`config.mk`:
```
export PLATFORM = sky130hd
export DESIGN_NAME = bcbt_queue
export DESIGN_NICKNAME = d
export VERILOG_FILES = /design/src/rtl/bcbt_pkg.sv /design/src/rtl/bcbt_queue.sv
export SDC_FILE = /design/constraint.sdc
export NUM_CORES = 1
export LEC_CHECK = 0
export ABC_AREA = 1
export BUFFER_PORTS_ARGS = -buffer_cell sky130_fd_sc_hd__buf_2
export CAP_MARGIN = 20
export CORE_MARGIN = 2
export CORE_UTILIZATION = 35
export CTS_CLUSTER_DIAMETER = 60
export DETAILED_ROUTE_END_ITERATION = 8
export MAX_ROUTING_LAYER = met4
export PLACE_DENSITY_LB_ADDON = 0.3
export SYNTH_ARGS = -nofsm -noshare
export SYNTH_HDL_FRONTEND = slang
export SYNTH_SLANG_ARGS = --single-unit
```
`constraint.sdc`:
```
create_clock -name clock -period 9.5 [get_ports clock]
set_input_delay 1.425 -clock clock [delete_from_list [all_inputs] [get_ports clock]]
set_output_delay 1.425 -clock clock [all_outputs]
set_load 0.05 [all_outputs]
```
`src/rtl/bcbt_pkg.sv`:
```
`default_nettype none

package bcbt_pkg;

   localparam int GRID_SIDE_DEF  = 28;
   localparam int BLOCK_SIDE_DEF = 9;
   localparam int MAX_BRUSH_DEF  = 9;

   // Coordinates are signed and cover the widest canvas in the parameter range.
   localparam int CRD_W  = 11;
   localparam int SPAN_W = 5;
   localparam int SIZE_W = 4;
   localparam int THR_W  = 15;

   localparam logic [SIZE_W-1:0] BRUSH_SIZE_RESET = 4'd9;
   localparam logic [THR_W-1:0]  THRESHOLD_RESET  = 15'd324;
   localparam logic [7:0]        PIXEL_MAX        = 8'd255;

   localparam logic REG_BRUSH_SIZE = 1'b0;
   localparam logic REG_THRESHOLD  = 1'b1;

   typedef enum logic [1:0] {
      CMD_LOAD   = 2'd0,
      CMD_STAMP  = 2'd1,
      CMD_EVAL   = 2'd2,
      CMD_UNUSED = 2'd3
   } cmd_type;

   typedef enum logic [1:0] {
      OP_SKIP  = 2'd0,
      OP_LOAD  = 2'd1,
      OP_STAMP = 2'd2,
      OP_EVAL  = 2'd3
   } op_type;

   typedef struct packed {
      logic [1:0] cmd;
      logic [7:0] center_x;
      logic [7:0] center_y;
      logic [6:0] brush_index;
      logic [7:0] brush_shade;
      logic [4:0] block_x;
      logic [4:0] block_y;
   } req_type;

   typedef struct packed {
      logic [1:0] done_cmd;
      logic       block_flag;
   } rsp_type;

   typedef struct packed {
      op_type                    op;
      logic [1:0]                cmd;
      logic signed [CRD_W-1:0]   x0;
      logic signed [CRD_W-1:0]   y0;
      logic [SPAN_W-1:0]         span;
      logic [SIZE_W-1:0]         stride;
      logic [6:0]                brush_index;
      logic [7:0]                brush_shade;
      logic [4:0]                block_x;
      logic [4:0]                block_y;
   } job_type;

endpackage

`default_nettype wire

```
`src/rtl/bcbt_queue.sv`:
```
`default_nettype none

module bcbt_queue (
   input  wire logic              clock,
   input  wire logic              reset,
   input  wire logic              push,
   input  bcbt_pkg::job_type      push_job,
   output logic                   full,
   input  wire logic              pop,
   output bcbt_pkg::job_type      head_job,
   output logic                   empty
);

   localparam int DEPTH = 2;

   bcbt_pkg::job_type entries_ff [DEPTH];
   logic       wr_ptr_ff, wr_ptr_in;
   logic       rd_ptr_ff, rd_ptr_in;
   logic [1:0] count_ff, count_in;
   logic       do_push, do_pop;

   always_comb begin
      full     = (count_ff == 2'(DEPTH));
      empty    = (count_ff == 2'd0);
      do_push  = push && !full;
      do_pop   = pop && !empty;
      wr_ptr_in = do_push ? !wr_ptr_ff : wr_ptr_ff;
      rd_ptr_in = do_pop ? !rd_ptr_ff : rd_ptr_ff;
      count_in  = count_ff + 2'(do_push) - 2'(do_pop);
      head_job  = entries_ff[rd_ptr_ff];
   end

   always_ff @(posedge clock) begin
      if (reset) begin
         wr_ptr_ff <= 1'b0;
         rd_ptr_ff <= 1'b0;
         count_ff  <= 2'd0;
      end else begin
         wr_ptr_ff <= wr_ptr_in;
         rd_ptr_ff <= rd_ptr_in;
         count_ff  <= count_in;
      end
   end

   always_ff @(posedge clock) begin
      if (do_push) begin
         entries_ff[wr_ptr_ff] <= push_job;
      end
   end

endmodule

`default_nettype wire

```
==> results of run 1 <==
## layout make-up
| cell class | count | area, um2 |
|---|---|---|
| Fill cell | 1246 | 7571 |
| Sequential cell | 125 | 3707 |
| Multi-Input combinational cell | 84 | 1022 |
| Timing Repair Buffer | 128 | 668.1 |
| Clock buffer | 30 | 504.2 |
| Tap cell | 180 | 225.2 |
| Inverter | 10 | 37.54 |
| Clock inverter | 2 | 35.03 |
| Antenna cell | 1 | 2.502 |
## sequential cells by signal, indices dropped and copies added (netlist names), named ones only
signal      flops
count_ff        2
entries_ff    120
rd_ptr_ff       1
wr_ptr_ff       1
## synth_stat cells (all sizes together)
library cell | count | area [um2]
inv | 10 | 37.54
nor2 | 9 | 33.78
buf | 7 | 131.4
dfxtp | 5 | 100.1
a21oi | 2 | 10.01
edfxtp | 120 | 3603
nand3 | 3 | 15.01
ha | 2 | 25.02
mux2 | 60 | 900.9
nand2 | 8 | 30.03
## metal layers
| layer | wire length, um | global-route usage, % |
|---|---|---|
| met1 | 3336 | 12.35 |
| met2 | 3949 | 17.98 |
| met3 | 625 | 5.103 |
| met4 | 165 | 6.034 |
| met5 | 0 | - |
## metrics by stage
stage	cells	utilization, %	setup WS, ns	power, mW
floorplan	226	-	5.018	1.308
global placement	526	40.90	6.237	1.401
detailed placement	527	41.10	6.194	1.411
CTS	559	45.01	6.035	2.003
global route	560	45.03	6.001	2.061
finish	560	45.03	6.088	1.973
## kinds of logic after synthesis
kind of cell | Yosys count
muxes | 60
adders and majority gates | 2
DFF | 125
AOI/OAI and AO/OA | 2
buffers and inverters | 17
and+or+nand+nor | 20
## path summary, 6_finish.rpt
path / slack (ns) / depth (start not counted) / end
max: 6.09 / 3 / head_job[38]
min: 0.52 / 2 / flip-flop
max reg2reg: 7.24 / 5 / entries_ff[0][0]
min reg2reg: 0.52 / 2 / flip-flop
## worst max-delay path: cells and delay by family (launching register included)
kind / cells / cell delay [ns]
flip-flops: 1 / 0.68
multiplexers: 1 / 0.33
buffers and inverters: 2 / 0.53
## report_power, final
| part | leakage, nW | switching, mW | internal (mW) |
|---|---|---|---|
| clock | 0.261 | 0.203 | 0.380 |
| combinational | 1.06 | 0.440 | 0.210 |
| sequential | 1.16 | 0.0394 | 0.702 |
| total | 2.48 | 0.682 | 1.29 |
==> metrics.txt, run 1 <==
outcome=finished clean; commonest non-fill, non-tap cell in the layout=buf_2; CP Cell Sequence=buf_16 -> mux2_4 -> buf_2; largest net degree at the start of global routing=36; share of post-route cells with drive strength above 1=56.20%; P per Cell Area=318.2 mW/mm2; grt ovf=0; CP max stage cell=dfxtp_4; CTS tree=built; sequential-to-total area share from yosys stat=75.78%; Die Ht=122.2 um; mapped cell area=0.004887 mm2; Post-Syn Nets=292; Max VDD drop=0.0001718 V; Num CTS Buffers=17; I/O Pins=126; CTS Root Cell=clkbuf_16; Pre-antenna DRT Iters=4; commonest cells after routing, fill and taps aside=125 x buf_2, 120 x edfxtp_1, 60 x mux2_4; main combinational cell family by area after synthesis=multiplexers; # setup viols final=0; PostCTS Resize Cnt=0; critical path class=reg2out; maximum buffer depth of the clock tree=2; Post-route DRC=0; hold_buf cts=0; number of clock sinks=125; Post-Synthesis Mean Instance Area=21.62 um2; vias in the first global route=2471; Seq cells post-synth=125; worst-skew pair later-pin latency=0.40 ns; worst hold start=rd_ptr_ff; Max stage delay on crit path=0.68 ns; CTS clock-pin slew for the worst setup and hold paths=0.05 ns; Cells after Synth=226; gpl congestion=0.7233; post-synthesis compound-gate area fraction=0.2048%; Synth Area in XOR/XNOR=0%; multiplexer share of the synthesized area=18.43%; RR Startpoint=count_ff[0]; Setup crit end kind=output pin; WL per Instance=14.42 um; final slew viol count=0; Highest Clock Rate=293.1 MHz; Synth Area in Adders=0.5120%; Core ar.=0.01377 mm2; final hold violations=0; DR vias=2424; GRT Overall Usage=11.51%; FP Rows=43; initial antenna violation count=1; postcts setup bufs=0; RSZ-0062 raised after global routing=false; Hold Crit Class=reg2reg; dpl cell area=0.005660 mm2; Final TNS setup=0 ns; critical path required time=8.08 ns; synth warn=0; Antenna Nets Post-Route=0; Worst Path Arrival=1.99 ns; Max-cap violations=0; Nets=432; simple-gate share of the synthesized area=1.613%; area growth from synthesis to final layout=26.91%; clock skew=0.005545 ns; fin crit share=35.92%; Die Wd=122.2 um; worst-path fanout max=35; crit path launch type=flip-flop; Cell variety after synth=11; WHS=0.5219 ns; Initial Util=35.48%; Worst Max-Slew Pin Slew=0.8838 ns; max_slew headroom=40.94%; global-route wire length before repair=11970 um; post-DR vias/cell=4.329; Routed WL=8076 um; PortBufs=125; 1st-iter DRT viols=140; Die ar.=0.01492 mm2; hpwl dp=5273 um; fin area=0.006202 mm2; Pleak=2.480 nW; H-tree depth=4; fin crit period=3.412 ns
Note: power is estimated with default switching activity, not from simulation.
==> run 2: changes to the inputs <==
==> constraint.sdc (replaced) <==
create_clock -name clock -period 3.2 [get_ports clock]
set_input_delay 0.48 -clock clock [delete_from_list [all_inputs] [get_ports clock]]
set_output_delay 0.48 -clock clock [all_outputs]
set_load 0.05 [all_outputs]
==> run 2 against run 1 <==
Compared with the run above: sequential cell count did not move; via count fell by 0.21%; register-to-register slack got worse by 5.8 ns; clock power rose to 3.0 times the previous value; wire length rose by 2.3%; combinational power rose to 3.0 times the previous value; core utilization rose by 0.13 points; worst hold slack got worse by 0.28 ns; worst setup slack got worse by 5.5 ns; global-route usage rose by 0.60 points; total power rose to 3.0 times the previous value; critical path type unchanged; critical endpoint is now head_job[22]; largest cell class unchanged; largest power group unchanged.
==> metrics.txt, run 2 (synthesis gave the netlist of run 1 again) <==
outcome=finished clean; area growth from synthesis to final layout=27.27%; hpwl dp=5408 um; Routed WL=8262 um; 1st-iter DRT viols=145; critical path class=reg2out; global-route wire length before repair=12720 um; fin area=0.006220 mm2; Num CTS Buffers=17; Die Wd=122.2 um; fin crit share=80.66%; critical path required time=2.72 ns; Die Ht=122.2 um; Setup crit end kind=output pin; CTS tree=built; worst-skew pair later-pin latency=0.41 ns; commonest cells after routing, fill and taps aside=125 x buf_2, 120 x edfxtp_1, 60 x mux2_4; CP endpoint=head_job[22]; CTS clock-pin slew for the worst setup and hold paths=0.05 ns; PortBufs=125; worst-path fanout max=32; clock skew=0.007421 ns; WHS=0.2428 ns; WL per Instance=14.75 um; I/O Pins=126; vias in the first global route=2614; gpl congestion=0.6597; commonest non-fill, non-tap cell in the layout=buf_2; worst slack, placed=1.000 ns; Pre-antenna DRT Iters=4; Nets=434; Core ar.=0.01377 mm2; postcts setup bufs=0; Post-route DRC=0; P per Cell Area=944.2 mW/mm2; RSZ-0062 raised after global routing=false; FP Rows=43; CTS Root Cell=clkbuf_16; flop2flop setup slack=1.42 ns; Final TNS setup=0 ns; GRT Overall Usage=12.11%; Worst Max-Slew Pin Slew=0.6174 ns; number of clock sinks=125; share of post-route cells with drive strength above 1=57.52%; maximum buffer depth of the clock tree=2; Regs by FF count=entries_ff (120), count_ff (2); dpl cell area=0.005680 mm2; final hold violations=0; Worst Path Arrival=2.10 ns; PostCTS Resize Cnt=0; post-DR vias/cell=4.320; RR Startpoint=count_ff[0]; Largest register FFs=120; worst hold start=reset; final slew viol count=0; FF-to-FF path depth=5; r2r endpoint=entries_ff[0][43]; Pleak=2.494 nW; # setup viols final=0; initial antenna violation count=1; final worst slack=0.6190 ns; Max-cap violations=0; Antenna Nets Post-Route=0; grt ovf=0; max_slew headroom=58.84%; fin crit period=2.581 ns; Hold Crit Class=in2reg; largest net degree at the start of global routing=47; H-tree depth=4; crit path launch type=flip-flop; DR vias=2419; Die ar.=0.01492 mm2; Biggest register=entries_ff; Highest Clock Rate=387.5 MHz; hold_buf cts=0; Initial Util=35.48%; Max VDD drop=0.0003549 V
==> run 2: report_power, final <==
group | internal [mW] | switching [mW] | total (mW)
Clock | 1.12 | 0.625 | 1.75
Sequential | 2.08 | 0.128 | 2.21
Combinational | 0.629 | 1.29 | 1.92
Total | 3.83 | 2.04 | 5.87
==> run 2: how the worst min path moves through the flow <==
stage / to / slack (ns) / cells past startpoint
after floorplan: flip-flop / 0.47 / 2
after global placement: rd_ptr_ff / 0.49 / 2
after detailed placement: flip-flop / 0.51 / 2
after CTS: count_ff[0] / 0.22 / 2
after global routing: count_ff[0] / 0.23 / 2
final: count_ff[0] / 0.24 / 2
==> run 2: worst max-delay path: stages, from the launching register on <==
cell and delay, ns:
dfxtp_4 0.75, buf_4 0.38, mux2_4 0.34, buf_2 0.21
==> run 2: routing by layer <==
layer  part of all wire [%]  global-route usage, %  vias to the layer above
li1                       -                      -                     1152
met3                    7.1                  4.728                       17
met2                     51                  19.34                       87
met4                    2.5                  6.681                        0
met5                      0                      -                        -
met1                     40                  12.91                     1163
==> run 2: stage by stage <==
step,util (%),cells,power (mW)
4_1_cts,45.14,559,5.969
5_1_grt,45.16,560,6.136
2_1_floorplan,-,226,3.878
3_3_place_gp,41.24,529,4.174
6_report,45.16,560,5.873
3_5_place_dp,41.24,529,4.194
==> run 2: cell type report <==
type,count,area (um2)
multi-input cells,84,1022
diodes,1,2.502
well taps,180,225.2
inverters,10,37.54
fillers,1260,7553
repair buffers,130,688.2
clock inverters,10,100.1
flip-flops and latches,125,3707
clock buffers,20,436.7
