$ cat src/rtl/bcbt_pkg.sv
`default_nettype none

package bcbt_pkg;

   localparam int GRID_SIDE_DEF  = 28;
   localparam int BLOCK_SIDE_DEF = 9;
   localparam int MAX_BRUSH_DEF  = 9;

   // Coordinates are signed and cover the widest canvas in the parameter range.
   localparam int CRD_W  = 11;
   localparam int SPAN_W = 5;
   localparam int SIZE_W = 4;
   localparam int THR_W  = 15;

   localparam logic [SIZE_W-1:0] BRUSH_SIZE_RESET = 4'd9;
   localparam logic [THR_W-1:0]  THRESHOLD_RESET  = 15'd324;
   localparam logic [7:0]        PIXEL_MAX        = 8'd255;

   localparam logic REG_BRUSH_SIZE = 1'b0;
   localparam logic REG_THRESHOLD  = 1'b1;

   typedef enum logic [1:0] {
      CMD_LOAD   = 2'd0,
      CMD_STAMP  = 2'd1,
      CMD_EVAL   = 2'd2,
      CMD_UNUSED = 2'd3
   } cmd_type;

   typedef enum logic [1:0] {
      OP_SKIP  = 2'd0,
      OP_LOAD  = 2'd1,
      OP_STAMP = 2'd2,
      OP_EVAL  = 2'd3
   } op_type;

   typedef struct packed {
      logic [1:0] cmd;
      logic [7:0] center_x;
      logic [7:0] center_y;
      logic [6:0] brush_index;
      logic [7:0] brush_shade;
      logic [4:0] block_x;
      logic [4:0] block_y;
   } req_type;

   typedef struct packed {
      logic [1:0] done_cmd;
      logic       block_flag;
   } rsp_type;

   typedef struct packed {
      op_type                    op;
      logic [1:0]                cmd;
      logic signed [CRD_W-1:0]   x0;
      logic signed [CRD_W-1:0]   y0;
      logic [SPAN_W-1:0]         span;
      logic [SIZE_W-1:0]         stride;
      logic [6:0]                brush_index;
      logic [7:0]                brush_shade;
      logic [4:0]                block_x;
      logic [4:0]                block_y;
   } job_type;

endpackage

`default_nettype wire

$ cat src/rtl/bcbt_front.sv
`default_nettype none

module bcbt_front #(
   parameter int GRID_SIDE  = bcbt_pkg::GRID_SIDE_DEF,
   parameter int BLOCK_SIDE = bcbt_pkg::BLOCK_SIDE_DEF,
   parameter int MAX_BRUSH  = bcbt_pkg::MAX_BRUSH_DEF
) (
   input  wire logic                        clock,
   input  wire logic                        reset,
   input  wire logic                        start,
   output logic                             busy,
   input  bcbt_pkg::req_type                req_item,
   input  wire logic [bcbt_pkg::SIZE_W-1:0] brush_size,
   input  wire logic                        clearing,
   input  wire logic                        q_full,
   output logic                             q_push,
   output bcbt_pkg::job_type                q_job
);

   localparam int BRUSH_DEPTH = MAX_BRUSH * MAX_BRUSH;

   bcbt_pkg::job_type            slot_ff, slot_in;
   logic                         slot_valid_ff, slot_valid_in;
   logic                         accept;
   logic [bcbt_pkg::SIZE_W-1:0]  size;
   logic [bcbt_pkg::SIZE_W-1:0]  half;

   always_comb begin
      size = brush_size;
      if (size == '0) begin
         size = bcbt_pkg::SIZE_W'(1);
      end else if (int'(size) > MAX_BRUSH) begin
         size = bcbt_pkg::SIZE_W'(MAX_BRUSH);
      end
      half = (size - bcbt_pkg::SIZE_W'(1)) >> 1;

      slot_in             = '0;
      slot_in.op          = bcbt_pkg::OP_SKIP;
      slot_in.cmd         = req_item.cmd;
      slot_in.brush_index = req_item.brush_index;
      slot_in.brush_shade = req_item.brush_shade;
      slot_in.block_x     = req_item.block_x;
      slot_in.block_y     = req_item.block_y;
      slot_in.stride      = size;
      case (req_item.cmd)
         bcbt_pkg::CMD_LOAD: begin
            if (int'(req_item.brush_index) < BRUSH_DEPTH) begin
               slot_in.op = bcbt_pkg::OP_LOAD;
            end
         end
         bcbt_pkg::CMD_STAMP: begin
            slot_in.op   = bcbt_pkg::OP_STAMP;
            slot_in.x0   = bcbt_pkg::CRD_W'(req_item.center_x) - bcbt_pkg::CRD_W'(half);
            slot_in.y0   = bcbt_pkg::CRD_W'(req_item.center_y) - bcbt_pkg::CRD_W'(half);
            slot_in.span = bcbt_pkg::SPAN_W'({half, 1'b1});
         end
         bcbt_pkg::CMD_EVAL: begin
            if (int'(req_item.block_x) < GRID_SIDE && int'(req_item.block_y) < GRID_SIDE) begin
               slot_in.op   = bcbt_pkg::OP_EVAL;
               slot_in.x0   = bcbt_pkg::CRD_W'(req_item.block_x) *
                              bcbt_pkg::CRD_W'(BLOCK_SIDE);
               slot_in.y0   = bcbt_pkg::CRD_W'(req_item.block_y) *
                              bcbt_pkg::CRD_W'(BLOCK_SIDE);
               slot_in.span = bcbt_pkg::SPAN_W'(BLOCK_SIDE);
            end
         end
         default: begin
            slot_in.op = bcbt_pkg::OP_SKIP;
         end
      endcase

      busy   = clearing || (slot_valid_ff && q_full);
      accept = start && !busy;
      q_push = slot_valid_ff && !q_full;
      q_job  = slot_ff;
      if (accept) begin
         slot_valid_in = 1'b1;
      end else if (q_push) begin
         slot_valid_in = 1'b0;
      end else begin
         slot_valid_in = slot_valid_ff;
      end
   end

   always_ff @(posedge clock) begin
      if (reset) begin
         slot_valid_ff <= 1'b0;
      end else begin
         slot_valid_ff <= slot_valid_in;
      end
   end

   always_ff @(posedge clock) begin
      if (accept) begin
         slot_ff <= slot_in;
      end
   end

endmodule

`default_nettype wire

$ cat config.mk
export PLATFORM = sky130hd
export DESIGN_NAME = bcbt_front
export DESIGN_NICKNAME = d
export VERILOG_FILES = /design/src/rtl/bcbt_pkg.sv /design/src/rtl/bcbt_front.sv
export SDC_FILE = /design/constraint.sdc
export NUM_CORES = 1
export LEC_CHECK = 0
export BUFFER_PORTS_ARGS = -buffer_cell sky130_fd_sc_hd__buf_2
export CORE_MARGIN = 2
export CORE_UTILIZATION = 30
export CTS_BUF_LIST = sky130_fd_sc_hd__clkbuf_16
export DETAILED_ROUTE_END_ITERATION = 16
export GPL_TIMING_DRIVEN = 1
export HOLD_SLACK_MARGIN = 0.12
export PLACE_DENSITY = 0.52
export SLEW_MARGIN = 10
export SYNTH_ARGS = -nofsm -noshare
export SYNTH_HDL_FRONTEND = slang
export SYNTH_SLANG_ARGS = --single-unit
$ cat constraint.sdc
create_clock -name clock -period 4 [get_ports clock]
set_input_delay 0.8 -clock clock [delete_from_list [all_inputs] [get_ports clock]]
set_output_delay 0.8 -clock clock [all_outputs]
set_load 0.005 [all_outputs]
==> results of run 1 <==
state kept, by name (all words and copies together), names as in the netlist:
name	count
q_job	57
slot_valid_ff	1
power by group:
| part | switching, W | internal (W) | leakage (nW) |
|---|---|---|---|
| sequential | 0.00000675 | 0.000705 | 0.536 |
| combinational | 0.000122 | 0.0000942 | 0.899 |
| clock | 0.000249 | 0.000533 | 0.155 |
how the worst min path moves through the flow:
| stage | startpoint | endpoint | depth (start not counted) |
|---|---|---|---|
| floorplan | slot_valid_ff | slot_valid_ff | 2 |
| global placement | slot_valid_ff | slot_valid_ff | 2 |
| detailed placement | slot_valid_ff | slot_valid_ff | 2 |
| CTS | slot_valid_ff | slot_valid_ff | 2 |
| global route | slot_valid_ff | slot_valid_ff | 2 |
| finish | slot_valid_ff | slot_valid_ff | 2 |
cells by family after synthesis:
kind of cell	count (synthesis)	synth area share, %
other	1	0.132
DFF	58	60.7
AOI/OAI and AO/OA	41	11.4
adders and majority gates	22	10.4
and+or+nand+nor	43	8.29
xor gates and xnor gates	19	5.84
buffers and inverters	21	3.25
critical path: cells and delay by family:
| kind | cells | cell delay (ns) |
|---|---|---|
| buffers and inverters | 1 | 0.11 |
| xor gates and xnor gates | 4 | 0.98 |
| adders and majority gates | 2 | 0.49 |
| AOI/OAI and AO/OA | 3 | 0.70 |
| and+or+nand+nor | 2 | 0.26 |
routing by layer:
layer | GRT usage, % | up-vias
li1 | - | 1004
met1 | 17.6 | 933
met2 | 19.7 | 86
met3 | 4.21 | 7
met4 | 4.99 | 0
met5 | 0 | -
cell usage in the layout, fill, tap and decap left out, drive strengths merged, types with 3 or more instances in the layout:
cell	instances
a21oi	4
nor2b	6
clkbuf	9
xnor2	14
o21ai	13
xor2	5
nor2	11
inv	14
o22ai	3
buf	115
clkinv	3
edfxtp	57
fa	3
ha	18
nand2	11
a311oi	3
layout make-up:
cell class	instances	area share, %
multi-input cells	126	26.7
well taps	129	4.19
clock buffers	9	5.84
repair buffers	115	15.1
inverters	12	1.17
clock inverters	7	2.05
flip-flops and latches	58	44.9
stage by stage:
step,cells,total power (W),hold WS [ns],setup WS [ns],util [%]
after floorplan,205,0.000843,0.471,0.778,-
after CTS,456,0.00174,0.518,0.681,41.7
after global placement,440,0.000940,0.490,0.452,38.4
final,456,0.00171,0.512,0.697,41.7
after detailed placement,440,0.000942,0.507,0.357,38.4
after global routing,456,0.00179,0.566,0.421,41.7
==> impl_results.md, run 1 <==
- Area occupied by multi-input gates: between 1000 and 1500 um2
- Syn Area/Cell: ~14 um2
- Final HPWL DP: between 4 and 5 mm
- Clock Tree Buf Depth: 2
- Crit path max fanout: 7
- H-tree level count: 3
- Asr flop ratio synth: 0%
- Starting Density: about 30%
- Final setup fails: 0
- WL met1: between 3 and 4 mm
- Critical path required time: between 4 and 5 ns
- Fillers: 909
- F_max: roughly 0.30 GHz
- Max VDD drop: 0.184 mV
- Detailed-route via count: between 2k and 2.5k
- CP endpoint kind: register
- Hold_buf cts: 0
- Layout area overhead: 35.1%
- Design area: slightly below 4000 um2
- Post-CTS setup buffer count: 0
- Wirelength per Cell: between 10 and 15 um
- Die outline width: around 100 um
- Clk Tree Root Cell: clkbuf_16
- Antenna violations before repair: 0
- Number of flops mapped to enable cells by yosys: 57
- LEAKAGE: roughly 1.6 nW
- Dominant synthesized flop cell: edfxtp_1
- CTS tree: done
- Maxcap violations: 0
- Hold Crit Class: register to register
- Cell variety after synth: 47
- Setup crit end: q_job[51]
- CP cell instances: buf_2 > nor2_1 > xnor2_1 > nor2b_1 > ha_1 > xnor2_1 > xor2_1 > ha_1 > a211o_1 > a211oi_2 > xnor2_1 > o22ai_1
- # rows: 35
- Fin. Hold Viols: 0
- RePlAce Congestion: between 0.6 and 0.7
- Pin count of the biggest net entering global routing: 34
- Via/cell ratio: 4.45
- Synth Net Count: 278
- # port buffers: about 110
- Overall routed net length: roughly 6.6 mm
- Nets: about 400
- Syn Inst Count: slightly above 200
- Slew Viols, Final: 0
- Normalized max-slew margin: between 40% and 50%
- Synth top area share: between 60 and 70%
- Minimum clock period after layout: between 3 and 4 ns
- Outcome: completed
- Most common cell in the synthesized netlist: edfxtp_1
- Warnings, synthesis: 0
- FF-to-FF End: q_job[36]
- GRT Util Overall: 13.1%
- Setup slack, reg-to-reg: approximately 2.6 ns
- Seq cells post-synth: 58
- Worst Path Arrival: 3.34 ns
- Die Height: 101 um
- Diodes inserted: 0
- Register area: roughly 1700 um2
- Gr ovfl total: 0
- Io pins: around 110
- DR pass1 iterations: 4
- First-pass GRT wire length: around 10 mm
- Number of global-route vias before repair: 1997
- Inserted Clock Buffers: 9
- DP Area: 3550 um2
- Top Layer Used: met4
- Synth top area cells: edfxtp_1 60%, ha_1 7.9%, xnor2_1 4.3%, fa_1 2.1%, inv_1 1.6%
- Most used cell along the critical path: xnor2_1
- Startpoint Class: input port
- Worst R2R Start: slot_valid_ff
- Layout cells sized above 1: approximately two fifths
- Clk sinks: slightly below 60
- Crit share post-route: between 80 and 90%
- Metal3 WL: 519 um
- Slowest cell on crit path: xnor2_1
- Final ANT Viol Nets: 0
- Worst slew pin tran: a little under 0.8 ns
- Clk_skew: just over 0.004 ns
- DR WL met2: between 2 and 3 mm
- Worst skew pair latency: 0.32 ns
- Clk pin slew, worst setup/hold paths: 0.05 ns
- Post-synth top cells: 57 x edfxtp_1, 18 x ha_1, 14 x xnor2_1
- Post-Syn Area: between 2000 and 3000 um2
- R2R cell count: 3
- Core area: 9240 um2
- Setup tns final: 0 ns
- RSZ-0062 raised after global routing: no
- Pwr dens: 444 nW/um2
- Residual DRC: 0
- Slowest stage delay, CP: between 0.6 and 0.7 ns
- Die area: around 10000 um2
- WS Path Type: input port to register
- Register area share after synthesis: 60.7%
- Synth area leader: edfxtp_1
- Critical Path Source: brush_size[1]
- PostCTS Resize Cnt: 0
- DR iter-0 viols: 60
Note: power is estimated with default switching activity, not from simulation.
==> inputs of run 2 (changes only) <==
==> constraint.sdc (replaced) <==
create_clock -name clock -period 3.4 [get_ports clock]
set_input_delay 0.68 -clock clock [delete_from_list [all_inputs] [get_ports clock]]
set_output_delay 0.68 -clock clock [all_outputs]
set_load 0.005 [all_outputs]
==> run 2 against run 1 <==
Effect of this change:
- global-route usage is 0.13 points lower
- sequential share of layout area is 0.29 points lower
- critical path type unchanged
- core utilization is 0.27 points higher
- hold slack better by 0.0082 ns
- largest power group unchanged
==> impl_results.md, run 2 (synthesized netlist as in run 1, its figures left out) <==
- DR iter-0 viols: between 70 and 80
- Wirelength per Cell: 14.4 um
- Maxcap violations: 0
- Normalized max-slew margin: between 60% and 70%
- Crit share post-route: between 80% and 90%
- Outcome: completed
- RePlAce Congestion: roughly 0.73
- Diodes inserted: 0
- CP endpoint kind: register
- PostCTS Resize Cnt: 0
- Final HPWL DP: slightly below 5 mm
- Setup slack, reg-to-reg: approximately 2.1 ns
- Worst Path Arrival: between 3 and 4 ns
- Io pins: between 100 and 150
- RSZ-0062 raised after global routing: no
- Largest register FFs: 57
- Fillers: about 890
- R2R cell count: 3
- Most common cell after layout, fill and taps aside: buf_2
- Area occupied by multi-input gates: ~1000 um2
- Hold Crit Class: input port to register
- Worst hold endpoint: slot_valid_ff
- CTS tree: done
- Setup tns final: 0 ns
- Commonest cells after routing, fill and taps aside: 112 x buf_2, 57 x edfxtp_1, 18 x ha_1
- Die outline width: around 100 um
- Nets: roughly 400
- Clk pin slew, worst setup/hold paths: approximately 0.050 ns
- Layout area overhead: 36.0%
- Worst Hold Launch: reset
- Clock Tree Buf Depth: 2
- F_max: approximately 0.34 GHz
- Via/cell ratio: 4.48
- Pin count of the biggest net entering global routing: 59
- Critical Path Source: brush_size[1]
- Worst R2R Start: slot_valid_ff
- Hold_buf cts: 0
- First-pass GRT wire length: between 10 and 15 mm
- Pwr dens: a little over 500 nW/um2
- Antenna violations before repair: 0
- Final setup fails: 0
- # port buffers: between 100 and 150
- Inserted Clock Buffers: 9
- Fin. Hold Viols: 0
- Slew Viols, Final: 0
- WHS Path Cells: 2
- WS Path Type: input port to register
- Detailed-route via count: slightly above 2k
- Core area: between 9000 and 10000 um2
- Total power: 0.00196 W
- Clk sinks: 58
- DR pass1 iterations: 4
- Clk Tree Root Cell: clkbuf_16
- Minimum clock period after layout: approximately 3 ns
- Residual DRC: 0
- Worst skew pair latency: roughly 0.32 ns
- Register area: 1730 um2
- LEAKAGE: around 1.6 nW
- Layout cells sized above 1: a little over two fifths
- Max VDD drop: roughly 0.27 mV
- CP cell instances: buf_2 > nor2_1 > xnor2_1 > nor2b_1 > ha_1 > inv_1 > ha_1 > inv_1 > fa_1 > maj3_1 > nor4_1 > a41o_1
- Post-CTS setup buffer count: 0
- FF-to-FF End: q_job[34]
- Slowest cell on crit path: nor4_1
- Critical path required time: 3.58 ns
- Crit path max fanout: 3
- H-tree level count: 3
- Die area: between 10000 and 15000 um2
- Clk_skew: roughly 0.0063 ns
- Final ANT Viol Nets: 0
- Die Height: between 100 and 150 um
- Slowest stage delay, CP: 0.40 ns
- Startpoint Class: input port
- GRT Util Overall: about an eighth
- Starting Density: a little under a third
- # rows: 35
- Number of global-route vias before repair: roughly 2.0k
- Overall routed net length: approximately 6.6 mm
- Worst slew pin tran: around 0.56 ns
- Gr ovfl total: 0
## run 2: changes by cell type in the layout (fill, tap and decap cells not counted)
| cell | delta |
|---|---|
| buf_12 | +1 |
| buf_4 | +3 |
| bufinv_16 | -1 |
| clkinv_1 | -1 |
| clkinv_2 | +1 |
| clkinvlp_4 | +2 |
| inv_1 | -1 |
## run 2: stage by stage
step / hold WS, ns / util, % / setup slack, ns / instance area (um2) / cells
6_report: 0.520 / 42.0 / 0.450 / 3880 / 460
5_1_grt: 0.527 / 42.0 / 0.178 / 3880 / 460
4_1_cts: 0.514 / 42.0 / 0.458 / 3880 / 460
3_5_place_dp: 0.518 / 38.9 / 0.118 / 3590 / 444
3_3_place_gp: 0.490 / 38.9 / 0.175 / 3590 / 444
2_1_floorplan: 0.471 / - / 0.298 / 2850 / 205
## run 2: how the worst max path moves through the flow
stage	slack [ns]	end
floorplan	0.30	q_job[51]
global placement	0.17	q_job[40]
detailed placement	0.12	q_job[40]
CTS	0.46	q_job[40]
global route	0.18	q_job[42]
finish	0.45	q_job[42]
## run 2: area by class of cell
| cell class | count | area share, % |
|---|---|---|
| multi-input combinational | 126 | 26.5 |
| clock buffer | 9 | 5.81 |
| tap | 129 | 4.16 |
| clock inverter | 7 | 1.58 |
| timing repair buffer | 119 | 16.1 |
| inverter | 12 | 1.16 |
| sequential | 58 | 44.6 |
## run 2: per-layer routing
layer / vias to the layer above / global-route usage, % / routed length (um)
met4: 0 / 3.12 / 40
met3: 4 / 3.86 / 490
met5: - / 0 / 0
met1: 950 / 17.5 / 3080
li1: 1010 / - / -
met2: 95 / 20.6 / 3000
## run 2: critical path: cells and delay by family
kind / cells / cell delay, ns
AOI/OAI and AO/OA: 1 / 0.16
xor gates and xnor gates: 1 / 0.12
adders and majority gates: 4 / 1.19
buffers and inverters: 3 / 0.26
and+or+nand+nor: 3 / 0.71
## run 2: report_power, final
part	switching [W]	total, W	internal, W	leakage, nW
Sequential	0.00000819	0.000838	0.000830	0.536
Combinational	0.000144	0.000262	0.000118	0.921
Clock	0.000303	0.000860	0.000557	0.138
